`config.mk`:
```
export PLATFORM = sky130hd
export DESIGN_NAME = led_brightness_store_power_cap
export DESIGN_NICKNAME = d
export VERILOG_FILES = /design/src/rtl/lbspc_pkg.sv /design/src/rtl/lbspc_level_mem.sv /design/src/rtl/lbspc_level_alu.sv /design/src/rtl/led_brightness_store_power_cap.sv
export SDC_FILE = /design/constraint.sdc
export NUM_CORES = 1
export LEC_CHECK = 0
export BUFFER_PORTS_ARGS = -buffer_cell sky130_fd_sc_hd__buf_2
export CAP_MARGIN = 20
export CORE_ASPECT_RATIO = 1.5
export CORE_MARGIN = 1
export CORE_UTILIZATION = 35
export CTS_CLUSTER_SIZE = 24
export DETAILED_ROUTE_END_ITERATION = 6
export HOLD_SLACK_MARGIN = 0.15
export SLEW_MARGIN = 10
export SYNTH_ARGS = -nofsm -noshare
export SYNTH_HDL_FRONTEND = slang
export SYNTH_SLANG_ARGS = --single-unit
```
`constraint.sdc`:
```
create_clock -name clk -period 9.3 [get_ports clk]
set_input_delay 1.395 -clock clk [delete_from_list [all_inputs] [get_ports clk]]
set_output_delay 1.395 -clock clk [all_outputs]
set_load 0.02 [all_outputs]
```
`src/rtl/lbspc_pkg.sv`:
```
// ============================================================================
// lbspc_pkg
// Shared types, command codes and constants for the LED brightness store.
// ============================================================================
`default_nettype none

package lbspc_pkg;

  localparam int LEVEL_W = 8;
  localparam int SUM_W   = 14;
  localparam int CHAN_W  = 6;
  localparam int MASK_W  = 64;
  localparam int CMD_W   = 4;
  localparam int PASS_W  = 7;

  localparam logic [LEVEL_W-1:0] STEP_DOWN  = 8'd5;
  localparam logic [PASS_W-1:0]  PASS_BOUND = 7'd64;

  localparam logic [CMD_W-1:0] CMD_SET_ONE = 4'd0;
  localparam logic [CMD_W-1:0] CMD_INC_ONE = 4'd1;
  localparam logic [CMD_W-1:0] CMD_DEC_ONE = 4'd2;
  localparam logic [CMD_W-1:0] CMD_SET_ALL = 4'd3;
  localparam logic [CMD_W-1:0] CMD_INC_ALL = 4'd4;
  localparam logic [CMD_W-1:0] CMD_DEC_ALL = 4'd5;
  localparam logic [CMD_W-1:0] CMD_SET_GM  = 4'd6;
  localparam logic [CMD_W-1:0] CMD_INC_GM  = 4'd7;
  localparam logic [CMD_W-1:0] CMD_DEC_GM  = 4'd8;
  localparam logic [CMD_W-1:0] CMD_SET_SM  = 4'd9;
  localparam logic [CMD_W-1:0] CMD_INC_SM  = 4'd10;
  localparam logic [CMD_W-1:0] CMD_DEC_SM  = 4'd11;

  localparam logic [1:0] OP_SET = 2'd0;
  localparam logic [1:0] OP_INC = 2'd1;
  localparam logic [1:0] OP_DEC = 2'd2;

  // Per-channel control handed to the level update unit.
  typedef struct packed {
    logic                reduce;
    logic [1:0]          op;
    logic                sel;
    logic [LEVEL_W-1:0]  amount;
  } alu_ctl_t;

  // Maps a command code to the level operation it applies.
  function automatic logic [1:0] cmd_op(input logic [CMD_W-1:0] cmd);
    logic [1:0] op;
    unique case (cmd) inside
      CMD_INC_ONE, CMD_INC_ALL, CMD_INC_GM, CMD_INC_SM: op = OP_INC;
      CMD_DEC_ONE, CMD_DEC_ALL, CMD_DEC_GM, CMD_DEC_SM: op = OP_DEC;
      default:                                          op = OP_SET;
    endcase
    return op;
  endfunction

endpackage

`default_nettype wire

```
`src/rtl/lbspc_level_mem.sv`:
```
// ============================================================================
// lbspc_level_mem
// Level memory: one write port, one registered read port, valid bits so that
// entries never written since reset read as zero.
// ============================================================================
`default_nettype none

module lbspc_level_mem #(
  parameter int DEPTH = 64,
  parameter int AW    = 6
) (
  input  wire logic                        clk,
  input  wire logic                        rst,
  input  wire logic                        we,
  input  wire logic [AW-1:0]               waddr,
  input  wire logic [lbspc_pkg::LEVEL_W-1:0] wdata,
  input  wire logic [AW-1:0]               raddr,
  output      logic [lbspc_pkg::LEVEL_W-1:0] rdata
);

  logic [lbspc_pkg::LEVEL_W-1:0] mem [DEPTH];
  logic [DEPTH-1:0]              valid;

  always_ff @(posedge clk) begin
    if (we) begin
      mem[waddr] <= wdata;
    end
  end

  always_ff @(posedge clk) begin
    if (rst) begin
      valid <= '0;
    end else if (we) begin
      valid[waddr] <= 1'b1;
    end
  end

  always_ff @(posedge clk) begin
    rdata <= valid[raddr] ? mem[raddr] : '0;
  end

endmodule

`default_nettype wire

```
`src/rtl/lbspc_level_alu.sv`:
```
// ============================================================================
// lbspc_level_alu
// Per-channel level update: set, increase or decrease with 8-bit wrap, or a
// limiting step that takes the step-down amount from a level above it.
// ============================================================================
`default_nettype none

module lbspc_level_alu (
  input  wire lbspc_pkg::alu_ctl_t           ctl,
  input  wire logic [lbspc_pkg::LEVEL_W-1:0] level_in,
  output      logic [lbspc_pkg::LEVEL_W-1:0] level_out,
  output      logic                          reduced
);

  always_comb begin
    level_out = level_in;
    reduced   = 1'b0;
    if (ctl.reduce) begin
      if (level_in > lbspc_pkg::STEP_DOWN) begin
        level_out = level_in - lbspc_pkg::STEP_DOWN;
        reduced   = 1'b1;
      end
    end else if (ctl.sel) begin
      case (ctl.op)
        lbspc_pkg::OP_SET: level_out = ctl.amount;
        lbspc_pkg::OP_INC: level_out = level_in + ctl.amount;
        lbspc_pkg::OP_DEC: level_out = level_in - ctl.amount;
        default:           level_out = level_in;
      endcase
    end
  end

endmodule

`default_nettype wire

```
`src/rtl/led_brightness_store_power_cap.sv`:
```
// ============================================================================
// led_brightness_store_power_cap
// Per-channel LED brightness store with command updates and a power cap.
// ============================================================================
// Sequence: one update walk, one cap check state, at most 51 limiting passes,
// each a walk over all channels followed by a decide state, and then the
// emit walk, which sends one result word per channel.
// Throughput: one command at a time; the receiver cannot stall, so the words
// leave on consecutive cycles. Reset: levels read as zero through per-entry
// valid bits, power_limit resets to 16320 and global_mask to all ones.
`default_nettype none

module led_brightness_store_power_cap #(
  parameter int CHANNELS = 64
) (
  input  wire logic        clk,
  input  wire logic        rst,

  // Command channel.
  input  wire logic        start,
  output      logic        busy,
  input  wire logic [3:0]  command,
  input  wire logic [5:0]  channel_index,
  input  wire logic [7:0]  amount,
  input  wire logic [63:0] select_mask,

  // Result channel.
  output      logic        out_valid,
  output      logic [5:0]  out_channel,
  output      logic [7:0]  out_level,
  output      logic [13:0] level_sum,
  output      logic        limit_stuck,
  output      logic        last,

  // Configuration port.
  input  wire logic        psel,
  input  wire logic        penable,
  input  wire logic        pwrite,
  input  wire logic [3:0]  paddr,
  input  wire logic [63:0] pwdata,
  output      logic [63:0] prdata,
  output      logic        pready
);

  localparam int AW = (CHANNELS > 1) ? $clog2(CHANNELS) : 1;
  localparam int CW = $clog2(CHANNELS + 1);
  localparam logic [AW-1:0] LAST_IDX = AW'(CHANNELS - 1);
  localparam logic [CW-1:0] CH_COUNT = CW'(CHANNELS);
  localparam logic [CHANNELS-1:0] CH_ONE = CHANNELS'(1);
  localparam logic [lbspc_pkg::SUM_W-1:0] LIMIT_OFF = lbspc_pkg::SUM_W'(CHANNELS * 255);

  // Sequencer states.
  localparam logic [2:0] ST_IDLE   = 3'd0;
  localparam logic [2:0] ST_UPDATE = 3'd1;
  localparam logic [2:0] ST_CHECK  = 3'd2;
  localparam logic [2:0] ST_REDUCE = 3'd3;
  localparam logic [2:0] ST_DECIDE = 3'd4;
  localparam logic [2:0] ST_EMIT   = 3'd5;

  // Configuration registers. The address decode looks at bit 3 only, which
  // separates the two 64-bit register slots.
  logic [lbspc_pkg::SUM_W-1:0]  power_limit;
  logic [lbspc_pkg::MASK_W-1:0] global_mask;

  always_ff @(posedge clk) begin
    if (rst) begin
      power_limit <= LIMIT_OFF;
      global_mask <= '1;
    end else if (psel && penable && pwrite && pready) begin
      if (paddr[3]) begin
        global_mask <= pwdata;
      end else begin
        power_limit <= pwdata[lbspc_pkg::SUM_W-1:0];
      end
    end
  end

  assign pready = 1'b1;
  assign prdata = paddr[3] ? global_mask : 64'(power_limit);

  // Sequencer and walk registers.
  logic [2:0]                   state;
  logic [CW-1:0]                rd_cnt;
  logic                         s2_valid;
  logic [AW-1:0]                s2_idx;
  logic [CHANNELS-1:0]          sel_mask;
  logic [1:0]                   op;
  logic [lbspc_pkg::LEVEL_W-1:0] amt;
  logic [lbspc_pkg::SUM_W-1:0]  sum;
  logic                         any_reduced;
  logic [lbspc_pkg::PASS_W-1:0] pass_cnt;
  logic                         stuck;

  logic                         walking;
  logic                         issue;
  logic                         accept;
  logic [CHANNELS-1:0]          sel_mask_next;
  logic [lbspc_pkg::PASS_W-1:0] pass_cnt_next;
  logic                         limit_on;
  logic                         over;

  logic [lbspc_pkg::LEVEL_W-1:0] rdata;
  logic [lbspc_pkg::LEVEL_W-1:0] new_level;
  logic                          reduced;
  logic                          mem_we;
  lbspc_pkg::alu_ctl_t           alu_ctl;

  assign busy     = (state != ST_IDLE);
  assign accept   = start && !busy;
  assign walking  = (state == ST_UPDATE) || (state == ST_REDUCE) || (state == ST_EMIT);
  assign issue    = walking && (rd_cnt < CH_COUNT);
  assign limit_on = (power_limit < LIMIT_OFF);
  assign over     = (sum > power_limit);
  assign pass_cnt_next = pass_cnt + 1'b1;

  // Channel selection for the accepted command, held for the whole update
  // walk. A single-channel index past the last channel shifts out to zero.
  always_comb begin
    unique case (command) inside
      lbspc_pkg::CMD_SET_ONE, lbspc_pkg::CMD_INC_ONE, lbspc_pkg::CMD_DEC_ONE:
        sel_mask_next = CH_ONE << channel_index;
      lbspc_pkg::CMD_SET_ALL, lbspc_pkg::CMD_INC_ALL, lbspc_pkg::CMD_DEC_ALL:
        sel_mask_next = '1;
      lbspc_pkg::CMD_SET_GM, lbspc_pkg::CMD_INC_GM, lbspc_pkg::CMD_DEC_GM:
        sel_mask_next = global_mask[CHANNELS-1:0];
      lbspc_pkg::CMD_SET_SM, lbspc_pkg::CMD_INC_SM, lbspc_pkg::CMD_DEC_SM:
        sel_mask_next = select_mask[CHANNELS-1:0];
      default:
        sel_mask_next = '0;
    endcase
  end

  // Stage two of a walk sees the registered read data and writes the
  // modified level back one address behind the read pointer, so a read and
  // a write never meet on the same entry within a walk.
  assign alu_ctl.reduce = (state == ST_REDUCE);
  assign alu_ctl.op     = op;
  assign alu_ctl.sel    = (state == ST_UPDATE) && sel_mask[s2_idx];
  assign alu_ctl.amount = amt;

  assign mem_we = s2_valid && ((state == ST_UPDATE) || (state == ST_REDUCE));

  lbspc_level_mem #(
    .DEPTH (CHANNELS),
    .AW    (AW)
  ) u_mem (
    .clk   (clk),
    .rst   (rst),
    .we    (mem_we),
    .waddr (s2_idx),
    .wdata (new_level),
    .raddr (rd_cnt[AW-1:0]),
    .rdata (rdata)
  );

  lbspc_level_alu u_alu (
    .ctl       (alu_ctl),
    .level_in  (rdata),
    .level_out (new_level),
    .reduced   (reduced)
  );

  always_ff @(posedge clk) begin
    if (rst) begin
      state    <= ST_IDLE;
      rd_cnt   <= '0;
      s2_valid <= 1'b0;
    end else begin
      s2_valid <= issue;
      if (issue) begin
        rd_cnt <= rd_cnt + 1'b1;
      end
      unique case (state)
        ST_IDLE: begin
          if (accept) begin
            state  <= ST_UPDATE;
            rd_cnt <= '0;
          end
        end
        ST_UPDATE: begin
          if (s2_valid && (s2_idx == LAST_IDX)) begin
            state <= ST_CHECK;
          end
        end
        ST_CHECK: begin
          state  <= (limit_on && over) ? ST_REDUCE : ST_EMIT;
          rd_cnt <= '0;
        end
        ST_REDUCE: begin
          if (s2_valid && (s2_idx == LAST_IDX)) begin
            state <= ST_DECIDE;
          end
        end
        ST_DECIDE: begin
          rd_cnt <= '0;
          if (any_reduced && over && (pass_cnt_next < lbspc_pkg::PASS_BOUND)) begin
            state <= ST_REDUCE;
          end else begin
            state <= ST_EMIT;
          end
        end
        ST_EMIT: begin
          if (s2_valid && (s2_idx == LAST_IDX)) begin
            state <= ST_IDLE;
          end
        end
        default: state <= ST_IDLE;
      endcase
    end
  end

  // Datapath registers of the sequencer.
  always_ff @(posedge clk) begin
    s2_idx <= rd_cnt[AW-1:0];
    if (accept) begin
      sel_mask <= sel_mask_next;
      op       <= lbspc_pkg::cmd_op(command);
      amt      <= amount;
      sum      <= '0;
    end
    if (mem_we) begin
      sum <= sum + lbspc_pkg::SUM_W'(new_level);
      if (reduced) begin
        any_reduced <= 1'b1;
      end
    end
    if (state == ST_CHECK) begin
      stuck       <= 1'b0;
      pass_cnt    <= '0;
      any_reduced <= 1'b0;
      if (limit_on && over) begin
        sum <= '0;
      end
    end
    if (state == ST_DECIDE) begin
      pass_cnt    <= pass_cnt_next;
      any_reduced <= 1'b0;
      // A pass that found nothing above the step-down amount leaves the sum
      // over the cap; the run ends and the flag marks it.
      stuck <= over;
      if (any_reduced && over && (pass_cnt_next < lbspc_pkg::PASS_BOUND)) begin
        sum <= '0;
      end
    end
  end

  // Result word registers: one word per channel during the emit walk.
  always_ff @(posedge clk) begin
    if (rst) begin
      out_valid <= 1'b0;
    end else begin
      out_valid <= s2_valid && (state == ST_EMIT);
    end
  end

  always_ff @(posedge clk) begin
    out_channel <= 6'(s2_idx);
    out_level   <= rdata;
    level_sum   <= sum;
    limit_stuck <= stuck;
    last        <= (s2_idx == LAST_IDX);
  end

`ifndef SYNTHESIS
  // The emit run is contiguous: a word that is not the last is followed at
  // once by the next one.
  assert property (@(posedge clk) disable iff (rst)
    out_valid && !last |=> out_valid)
    else $error("emit run broken before last channel");

  // The final word ends the run.
  assert property (@(posedge clk) disable iff (rst)
    out_valid && last |=> !out_valid)
    else $error("word emitted after last channel");

  // The level memory is only written while a command is being processed.
  assert property (@(posedge clk) disable iff (rst)
    !busy |-> !mem_we)
    else $error("level memory written while idle");

  // An accepted command makes the block busy on the next cycle.
  assert property (@(posedge clk) disable iff (rst)
    accept |=> busy && !out_valid)
    else $error("accepted command did not start processing");
`endif

endmodule

`default_nettype wire
```
==> results.txt, run 1 <==
I/O pin cnt -> 253
Final setup TNS -> 0 ns
Min-Delay Path Depth -> 0
Critical path capture point type -> flip-flop
Status -> finished clean
Most common cell on crit path -> o21ai_0
Layout Nets -> 2,902
Switch share -> 0.223
Area delta synth->final -> 15.2%
CTS tree -> yes
Inst Count DP -> 3,899
Switching power -> 1.74 mW
Sequential power share -> 0.513
Finished Layout Cells -> 4,039
Asr flop ratio synth -> 0
Initial core utilization -> 0.353
Final worst slack -> 3.15 ns
Average size of a mapped cell -> 13.6 µm²
H-tree depth -> 3
All-Layer GR Usage -> 0.179
Design Power -> 7.79 mW
Mapped cell area -> 33,900 µm²
Critical path required time -> 9.83 ns
CP Depth -> 20
DR DRC count -> 0
EDFF count, synth -> 594
Setup repair after global routing missed its margin -> false
Most frequent cells in the layout -> 594 x edfxtp_1, 398 x nand2_1, 254 x nor2_1
Unique masters post-synth -> 69
Crit share post-route -> 0.662
Antenna violations before repair -> 4
Final instance area -> 39,000 µm²
Crit start category -> flip-flop
Clk slew on worst S/H paths -> 0.06 ns
Max Clk Rate -> 0.162 GHz
DIE WIDTH -> 256 µm
ANT nets after route -> 0
Largest net degree at the start of global routing -> 101
Max IR drop VDD -> 0.000153 V
Core region area -> 95,800 µm²
Fin crit period -> 6.15 ns
Rows -> 139
Share of cells above drive strength 1 -> 0.206
Synthesized instance count -> 2,492
Max clock buf depth -> 3
Fillers -> 8,783
Clock power share -> 0.415
TritonCTS buffer count -> 75
Per-cell routed wire length -> 21.7 µm
DRT iter0 DRCs -> 1,224
Via count -> 20,847
Slew at the pin with the worst max-slew slack -> 1.06 ns
Synth Net Count -> 2,687
R2r endpoint -> sum[10]
Max Slew Vio Count -> 0
Detailed placement HPWL -> 59,500 µm
Delay-heaviest family, CP -> compound AO/OA/AOI/OAI gates
Number of setup buffers added after CTS -> 0
FF-to-FF path depth -> 20
MaxCap Viol Count -> 0
Crit path kind -> flip-flop to flip-flop
Crit-path max cell delay -> 1.02 ns
PD cells -> 200 nW/µm²
Commonest non-fill, non-tap cell in the layout -> edfxtp_1
Full die area -> 98,000 µm²
Slowest CP cell -> dfxtp_1
Clock skew -> 0.0197 ns
Sequential cell area fraction in the yosys report -> 0.653
CTS Hold Buffers Added -> 0
Critical Path End -> sum[10]
Hold WS -> 0.345 ns
Buffers on Ports -> 248
Worst Setup SP -> s2_idx[1]
Cell internal pwr -> 6.05 mW
Worst R2R Start -> s2_idx[1]
Gr ovfl total -> 0
Pleak -> 13.6 nW
Worst hold-check path type -> flip-flop to flip-flop
Die Ht -> 383 µm
Slew HR -> 0.291
#FFs+latches synth -> 807
Reg-to-reg slack, setup -> 3.15 ns
Final core area utilization -> 0.407
Count of final setup violators -> 0
Most used DFF post-synth -> edfxtp_1
Final GP Congestion -> 0.843
Num Clock Sinks -> 807
Critical-path cell list -> mux4_1, a22oi_2, nand2_1, a211oi_2, a31oi_4, nand2_2, a221oi_2, a211oi_4, buf_4, ha_1, inv_1, fa_1, nor2b_1, o21ai_0, a21boi_0, o21ai_0, a21oi_1, o2111ai_1, and3_1, o21a_1
Vias per cell -> 5.16
Via count of the first global-routing pass -> 21,476
Clk Latency, worst-skew pair -> 0.64 ns
CTS-repair resized insts -> 0
Critical path fanouts, max -> 65
Placed cell areas -> 36,400 µm²
Part of the power in combinational logic -> 0.073
Pre-CTS WS -> 3.17 ns
Final wirelength -> 87,500 µm
Worst Path Arrival -> 6.69 ns
Clk root buf -> clkbuf_16
Global-route wire length before repair -> 133,000 µm
Warnings from Yosys -> 0
Pre-antenna DRT Iters -> 7
Worst path bufs/invs -> 2
Hold Vio Cnt, Final -> 0
-- area by class of cell --
type	count	area, µm²	area share
inverter	40	150	0.00385
clock inverter	38	430	0.0110
multi-input combinational	1501	11100	0.284
antenna	3	7.51	0.000192
clock buffer	99	2140	0.0550
sequential	807	22100	0.567
tap	1269	1590	0.0407
timing repair buffer	282	1510	0.0388
-- layer usage --
metal,GRT usage,routed length [µm],vias up
met5,0,10,-
met4,0.0739,3080,2
met3,0.0363,4890,139
met2,0.339,47400,630
met1,0.190,32200,10367
li1,-,-,9709
-- sequential cells by signal, summed over array words and instances (netlist names), 2 cells and up --
register / cells
amt: 8
global_mask: 64
level_sum: 14
op: 2
out_channel: 6
out_level: 8
pass_cnt: 7
power_limit: 14
rd_cnt: 7
s2_idx: 6
sel_mask: 64
state: 3
sum: 14
u_mem.mem: 512
u_mem.rdata: 8
u_mem.valid: 64
-- worst reg2reg max path: stages (launching register included) --
cell	delay, ns
dfxtp_1	1.02
mux4_1	0.77
a22oi_2	0.16
nand2_1	0.09
a211oi_2	0.29
a31oi_4	0.18
nand2_2	0.33
a221oi_2	0.10
a211oi_4	0.16
buf_4	0.58
ha_1	0.34
inv_1	0.07
fa_1	0.41
nor2b_1	0.15
o21ai_0	0.13
a21boi_0	0.26
o21ai_0	0.16
a21oi_1	0.28
o2111ai_1	0.18
and3_1	0.22
o21a_1	0.17
-- power by group through the flow --
stage | registers (mW) | logic (mW) | clock network [mW]
2_1_floorplan | 4.06 | 0.381 | 0
3_3_place_gp | 4.07 | 0.563 | 0
3_5_place_dp | 4.07 | 0.571 | 0
4_1_cts | 3.99 | 0.574 | 3.29
5_1_grt | 4.00 | 0.613 | 3.40
6_report | 3.99 | 0.565 | 3.23
-- worst min path at each step --
stage	from	endpoint
floorplan	stuck	limit_stuck
global placement	stuck	limit_stuck
detailed placement	stuck	limit_stuck
CTS	stuck	limit_stuck
global route	stuck	limit_stuck
finish	stuck	limit_stuck
-- cells in the mapped netlist (all sizes together), types with 6 or more instances --
master / number / share of area
mux4: 135 / 0.090
xnor2: 20 / 0.0052
nand2: 401 / 0.045
ha: 37 / 0.014
nor2b: 10 / 0.0018
nand4: 68 / 0.013
nand3: 18 / 0.0027
and2: 55 / 0.010
o221ai: 36 / 0.0093
o21ai: 34 / 0.0051
o22ai: 22 / 0.0041
inv: 40 / 0.0044
o211ai: 6 / 0.0013
a31oi: 10 / 0.0023
dfxtp: 213 / 0.13
a211o: 8 / 0.0021
buf: 47 / 0.0083
edfxtp: 594 / 0.53
nor2: 256 / 0.028
nand3b: 71 / 0.016
nand2b: 19 / 0.0035
a22oi: 6 / 0.0015
o21ba: 10 / 0.0030
mux2i: 88 / 0.026
a211oi: 45 / 0.011
nor3: 17 / 0.0025
and3: 8 / 0.0015
a21o: 7 / 0.0016
or3: 15 / 0.0028
xor2: 9 / 0.0023
a21oi: 43 / 0.0064
clkbuf: 97 / 0.011
-- cell families (layout without fill, tap and decap cells) --
kind of cell             after synthesis  in the layout  synth area share
multiplexers                         228            228             0.118
AO/OA/AOI/OAI                        253            253            0.0541
flip-flops                           807            807             0.653
AND/OR/NAND/NOR                      951            951             0.129
adder cells (fa/ha/maj)               39             39            0.0149
XOR/XNOR                              29             29           0.00750
other                                  1              4          0.000111
buffers and inverters                184            459            0.0235
Power figures use the tool's default switching activity.
==> run 2, diff against run 1 <==
clock period = 5.1 ns   (was 9.3 ns; I/O delays follow)
==> results.txt, run 2 (synthesis gave the netlist of run 1 again) <==
Largest net degree at the start of global routing -> 70 (was 101)
DRT iter0 DRCs -> 1,281 (was 1,224)
Switching power -> 3.25 mW (was 1.74 mW)
Gr ovfl total -> 0 (unchanged)
Pre-CTS WS -> 0.347 ns (was 3.17 ns)
Count of final setup violators -> 0 (unchanged)
CTS-repair resized insts -> 0 (unchanged)
All-Layer GR Usage -> 0.185 (was 0.179)
Crit share post-route -> 0.919 (was 0.662)
Fin crit period -> 4.69 ns (was 6.15 ns)
Clk Latency, worst-skew pair -> 0.65 ns (was 0.64 ns)
Fillers -> 8,752 (was 8,783)
MaxCap Viol Count -> 0 (unchanged)
Commonest non-fill, non-tap cell in the layout -> edfxtp_1 (unchanged)
Storage cell area -> 22,100 µm² (about the same)
Initial core utilization -> 0.353 (unchanged)
Reg with most FFs -> u_mem.mem (unchanged)
Critical-path cell list -> buf_12, mux4_2, a22oi_2, nand2_1, a211oi_2, a31oi_4, nand2_2, a221oi_2, a211oi_4, ha_1, inv_1, fa_1, nor2b_1, o21ai_0, a21boi_1, o21ai_0, a21oi_2, o2111ai_1, and3_1, o21a_1 (was mux4_1, a22oi_2, nand2_1, a211oi_2, a31oi_4, nand2_2, a221oi_2, a211oi_4, buf_4, ha_1, inv_1, fa_1, nor2b_1, o21ai_0, a21boi_0, o21ai_0, a21oi_1, o2111ai_1, and3_1, o21a_1)
Worst hold-check path type -> primary input to flip-flop (was flip-flop to flip-flop)
Clk root buf -> clkbuf_16 (unchanged)
Pleak -> 13.8 nW (was 13.6 nW)
Slew HR -> 0.259 (was 0.291)
Design Power -> 14.4 mW (was 7.79 mW)
H-tree depth -> 3 (unchanged)
Most frequent cells in the layout -> 594 x edfxtp_1, 399 x nand2_1, 254 x nor2_1 (was 594 x edfxtp_1, 398 x nand2_1, 254 x nor2_1)
DIE WIDTH -> 256 µm (unchanged)
Num Clock Sinks -> 807 (unchanged)
Pre-antenna DRT Iters -> 5 (was 7)
Max reg flops -> 512 (unchanged)
Per-cell routed wire length -> 22.3 µm (was 21.7 µm)
Critical path fanouts, max -> 26 (was 65)
Finished Layout Cells -> 4,062 (was 4,039)
Clk slew on worst S/H paths -> 0.06 ns (about the same)
Max Slew Vio Count -> 0 (unchanged)
Detailed placement HPWL -> 63,100 µm (was 59,500 µm)
Max IR drop VDD -> 0.000295 V (was 0.000153 V)
Core region area -> 95,800 µm² (unchanged)
Critical path required time -> 5.64 ns (was 9.83 ns)
Full die area -> 98,000 µm² (unchanged)
TritonCTS buffer count -> 76 (was 75)
Crit start category -> flip-flop (unchanged)
Hold path start -> amount[3] (was stuck)
Worst Setup SP -> s2_idx[1] (unchanged)
Hold WS -> 0.301 ns (was 0.345 ns)
Area delta synth->final -> 16.2% (was 15.2%)
Number of setup buffers added after CTS -> 0 (unchanged)
Worst R2R Start -> s2_idx[1] (unchanged)
Share of cells above drive strength 1 -> 0.217 (was 0.206)
Switch share -> 0.225 (was 0.223)
Final GP Congestion -> 0.889 (was 0.843)
Rows -> 139 (unchanged)
DR DRC count -> 0 (unchanged)
Cell internal pwr -> 11.2 mW (was 6.05 mW)
Clock power share -> 0.421 (was 0.415)
I/O pin cnt -> 253 (unchanged)
Status -> finished clean (unchanged)
Sequential power share -> 0.504 (was 0.513)
Worst path bufs/invs -> 2 (unchanged)
Vias per cell -> 5.18 (was 5.16)
Setup repair after global routing missed its margin -> false (unchanged)
Critical path capture point type -> flip-flop (unchanged)
Slew at the pin with the worst max-slew slack -> 1.10 ns (was 1.06 ns)
Via count -> 21,058 (was 20,847)
Clock skew -> 0.0242 ns (was 0.0197 ns)
Max Clk Rate -> 0.213 GHz (was 0.162 GHz)
Via count of the first global-routing pass -> 21,504 (was 21,476)
Die Ht -> 383 µm (unchanged)
Global-route wire length before repair -> 136,000 µm (was 133,000 µm)
Final wirelength -> 90,700 µm (was 87,500 µm)
Antenna violations before repair -> 5 (was 4)
Most common cell on crit path -> o21ai_0 (unchanged)
Delay-heaviest family, CP -> compound AO/OA/AOI/OAI gates (unchanged)
CTS tree -> yes (unchanged)
Hold Vio Cnt, Final -> 0 (unchanged)
Slowest CP cell -> mux4_2 (was dfxtp_1)
Part of the power in combinational logic -> 0.075 (was 0.073)
Buffers on Ports -> 248 (unchanged)
Layout Nets -> 2,924 (was 2,902)
CTS Hold Buffers Added -> 0 (unchanged)
Max clock buf depth -> 3 (unchanged)
Area of the multi-input gates -> 11,100 µm² (about the same)
Inst Count DP -> 3,920 (was 3,899)
Crit path kind -> flip-flop to flip-flop (unchanged)
Worst Path Arrival -> 5.22 ns (was 6.69 ns)
Crit-path max cell delay -> 0.59 ns (was 1.02 ns)
Final worst slack -> 0.414 ns (was 3.15 ns)
ANT nets after route -> 0 (unchanged)
PD cells -> 367 nW/µm² (was 200 nW/µm²)
[run 2: power groups by stage]
stage | logic [mW] | clock network, mW | registers [mW]
global route | 1.17 | 6.43 | 7.28
floorplan | 0.703 | 0 | 7.39
CTS | 1.10 | 6.18 | 7.28
finish | 1.08 | 6.09 | 7.27
detailed placement | 1.09 | 0 | 7.42
global placement | 1.08 | 0 | 7.42
[run 2: layout make-up]
type,instances,share of cell area
clock inverters,44,0.0143
well taps,1269,0.0404
clock buffers,97,0.0537
diodes,1,0.0000636
multi-input cells,1501,0.282
flip-flops and latches,807,0.562
inverters,40,0.00382
repair buffers,303,0.0437
[run 2: stage by stage]
step	utilization	instance area [µm²]	TNS, ns
global placement	0.383	36700	0
detailed placement	0.383	36700	0
CTS	0.410	39300	0
global route	0.411	39300	0
floorplan	-	33900	-0.0682
finish	0.411	39300	0
[run 2: path summary, 6_finish.rpt]
kind / depth (start not counted) / to / slack [ns]
worst min register to register: 0 / limit_stuck / 0.36
worst max register to register: 20 / sum[10] / 0.41
worst max-delay path: 20 / sum[10] / 0.41
worst min-delay path: 1 / amt[3] / 0.30
[run 2: worst register-to-register path, stage by stage, from the launching register on]
cell and delay [ns]:
dfxtp_1 0.38, buf_12 0.20, mux4_2 0.60, a22oi_2 0.20, nand2_1 0.08, a211oi_2 0.29, a31oi_4 0.17, nand2_2 0.16
a221oi_2 0.07, a211oi_4 0.28, ha_1 0.23, inv_1 0.06, fa_1 0.42, nor2b_1 0.16, o21ai_0 0.12, a21boi_1 0.21
o21ai_0 0.18, a21oi_2 0.24, o2111ai_1 0.17, and3_1 0.22, o21a_1 0.17
[run 2: layer usage]
layer  share of wire  vias to the layer above  global-route usage
met5         0.00065                        -                   0
met4           0.041                       10              0.0831
met3           0.062                      157              0.0394
met2            0.53                      714               0.341
met1            0.37                    10414               0.203
li1                -                     9763                   -
==> run 3, diff against run 2 <==
RECOVER_POWER = 50   (was default)
==> results.txt, run 3 (synthesis gave the netlist of run 1 again) <==
Antenna violations before repair -> 5 (unchanged)
Area of the multi-input gates -> 11,100 µm² (about the same)
Die Ht -> 383 µm (unchanged)
Rows -> 139 (unchanged)
Largest net degree at the start of global routing -> 70 (unchanged)
Storage cell area -> 22,100 µm² (about the same)
I/O pin cnt -> 253 (unchanged)
Slew at the pin with the worst max-slew slack -> 2.66 ns (was 1.10 ns)
Critical path fanouts, max -> 26 (unchanged)
Worst R2R Start -> s2_idx[1] (unchanged)
Number of setup buffers added after CTS -> 0 (unchanged)
Crit path kind -> flip-flop to flip-flop (unchanged)
Via count -> 21,088 (was 21,058)
Most frequent cells in the layout -> 594 x edfxtp_1, 399 x nand2_1, 255 x nor2_1 (was 594 x edfxtp_1, 399 x nand2_1, 254 x nor2_1)
FF-to-FF path depth -> 20 (unchanged)
Most common cell on crit path -> o21ai_0 (unchanged)
Clk Latency, worst-skew pair -> 0.65 ns (about the same)
CTS tree -> yes (unchanged)
Clk slew on worst S/H paths -> 0.06 ns (about the same)
Buffers on Ports -> 248 (unchanged)
Max Slew Vio Count -> 433 (was 0)
Hold WS -> 0.302 ns (was 0.301 ns)
Via count of the first global-routing pass -> 21,504 (unchanged)
MaxCap Viol Count -> 11 (was 0)
PD cells -> 368 nW/µm² (was 367 nW/µm²)
Fillers -> 8,814 (was 8,752)
Crit share post-route -> 0.919 (about the same)
Slowest CP cell -> mux4_2 (unchanged)
Clk root buf -> clkbuf_16 (unchanged)
Final setup TNS -> 0 ns (unchanged)
CTS-repair resized insts -> 0 (unchanged)
Critical-path cell list -> buf_12, mux4_2, a22oi_2, nand2_1, a211oi_2, a31oi_4, nand2_2, a221oi_2, a211oi_4, ha_1, inv_1, fa_1, nor2b_1, o21ai_0, a21boi_1, o21ai_0, a21oi_2, o2111ai_1, and3_1, o21a_1 (unchanged)
Worst hold-check path type -> primary input to flip-flop (unchanged)
Final instance area -> 39,200 µm² (was 39,300 µm²)
Area delta synth->final -> 15.7% (was 16.2%)
Initial core utilization -> 0.353 (unchanged)
CTS Hold Buffers Added -> 0 (unchanged)
Crit-path max cell delay -> 0.59 ns (about the same)
Layout Nets -> 2,924 (unchanged)
Global-route wire length before repair -> 136,000 µm (unchanged)
Detailed placement HPWL -> 63,100 µm (unchanged)
Max IR drop VDD -> 0.000294 V (was 0.000295 V)
H-tree depth -> 3 (unchanged)
Status -> finished with violations (was finished clean)
Max reg flops -> 512 (unchanged)
Pleak -> 13.4 nW (was 13.8 nW)
Count of final setup violators -> 0 (unchanged)
Reg-to-reg slack, setup -> 0.41 ns (about the same)
Core region area -> 95,800 µm² (unchanged)
Pre-antenna DRT Iters -> 5 (unchanged)
Max Clk Rate -> 0.213 GHz (about the same)
Clock skew -> 0.0257 ns (was 0.0242 ns)
Placed cell areas -> 36,700 µm² (unchanged)
Violated checks -> capacitance limit, slew limit
Design Power -> 14.4 mW (about the same)
DR DRC count -> 0 (unchanged)
Gr ovfl total -> 0 (unchanged)
Fin crit period -> 4.69 ns (about the same)
Setup repair after global routing missed its margin -> false (unchanged)
Max clock buf depth -> 3 (unchanged)
Finished Layout Cells -> 4,061 (was 4,062)
R2r endpoint -> sum[10] (unchanged)
Hold Vio Cnt, Final -> 0 (unchanged)
Full die area -> 98,000 µm² (unchanged)
Critical path capture point type -> flip-flop (unchanged)
N_diodes -> 0 (was 1)
All-Layer GR Usage -> 0.185 (unchanged)
Worst Path Arrival -> 5.22 ns (about the same)
Worst Setup SP -> s2_idx[1] (unchanged)
TritonCTS buffer count -> 76 (unchanged)
Num Clock Sinks -> 807 (unchanged)
Crit start category -> flip-flop (unchanged)
Reg with most FFs -> u_mem.mem (unchanged)
Share of cells above drive strength 1 -> 0.185 (was 0.217)
DIE WIDTH -> 256 µm (unchanged)
DRT iter0 DRCs -> 1,257 (was 1,281)
Final wirelength -> 90,600 µm (was 90,700 µm)
Critical Path End -> sum[10] (unchanged)
Critical path required time -> 5.63 ns (was 5.64 ns)
ANT nets after route -> 0 (unchanged)
Per-cell routed wire length -> 22.3 µm (about the same)
Commonest non-fill, non-tap cell in the layout -> edfxtp_1 (unchanged)
Inst Count DP -> 3,920 (unchanged)
Final GP Congestion -> 0.889 (unchanged)
Vias per cell -> 5.19 (was 5.18)
Slew HR -> -0.776 (was 0.259)
-- run 3: cell types whose count changed in the layout (fill, tap and decap cells not counted), moves of 2 or more --
cell	before	now
and2_0	0	32
and2_1	55	23
buf_2	247	177
buf_4	51	36
clkbuf_1	11	95
dfxtp_1	209	212
dfxtp_4	2	0
-- run 3: where the power goes --
part	total [mW]	internal [mW]	switching, mW
Sequential	7.27	7.21	0.0698
Combinational	1.08	0.409	0.668
Clock	6.08	3.57	2.51
Total	14.4	11.2	3.25
-- run 3: worst min-delay path by stage --
stage	startpoint	cells past startpoint	endpoint
global route	amount[3]	1	amt[3]
floorplan	stuck	0	limit_stuck
CTS	amount[3]	1	amt[3]
finish	amount[3]	1	amt[3]
global placement	stuck	0	limit_stuck
detailed placement	stuck	0	limit_stuck
-- run 3: stage by stage --
stage	util	worst slack [ns]
after floorplan	-	-0.0485
after global placement	0.383	0.360
after detailed placement	0.383	0.347
after CTS	0.410	0.323
after global routing	0.409	0.0297
final	0.409	0.414
-- run 3: cell type report --
type / instances / area share
Inverter: 40 / 0.00383
Multi-Input combinational cell: 1501 / 0.283
Tap cell: 1269 / 0.0405
Sequential cell: 807 / 0.564
Clock inverter: 44 / 0.0144
Clock buffer: 97 / 0.0540
Timing Repair Buffer: 303 / 0.0402
-- run 3: critical path, delay by kind of cell (launching register included) --
kind	cells	cell delay [ns]
AO/OA/AOI/OAI	11	2.11
adder cells (fa/ha/maj)	2	0.65
AND/OR/NAND/NOR	4	0.62
multiplexers	1	0.59
flip-flops	1	0.38
buffers and inverters	2	0.26
-- run 3: routing by layer --
layer | track usage | up-vias | part of all wire
met3 | 0.0394 | 163 | 0.062
met2 | 0.341 | 731 | 0.53
li1 | - | 9766 | -
met5 | 0 | - | 0.00065
met4 | 0.0831 | 10 | 0.042
met1 | 0.203 | 10418 | 0.37
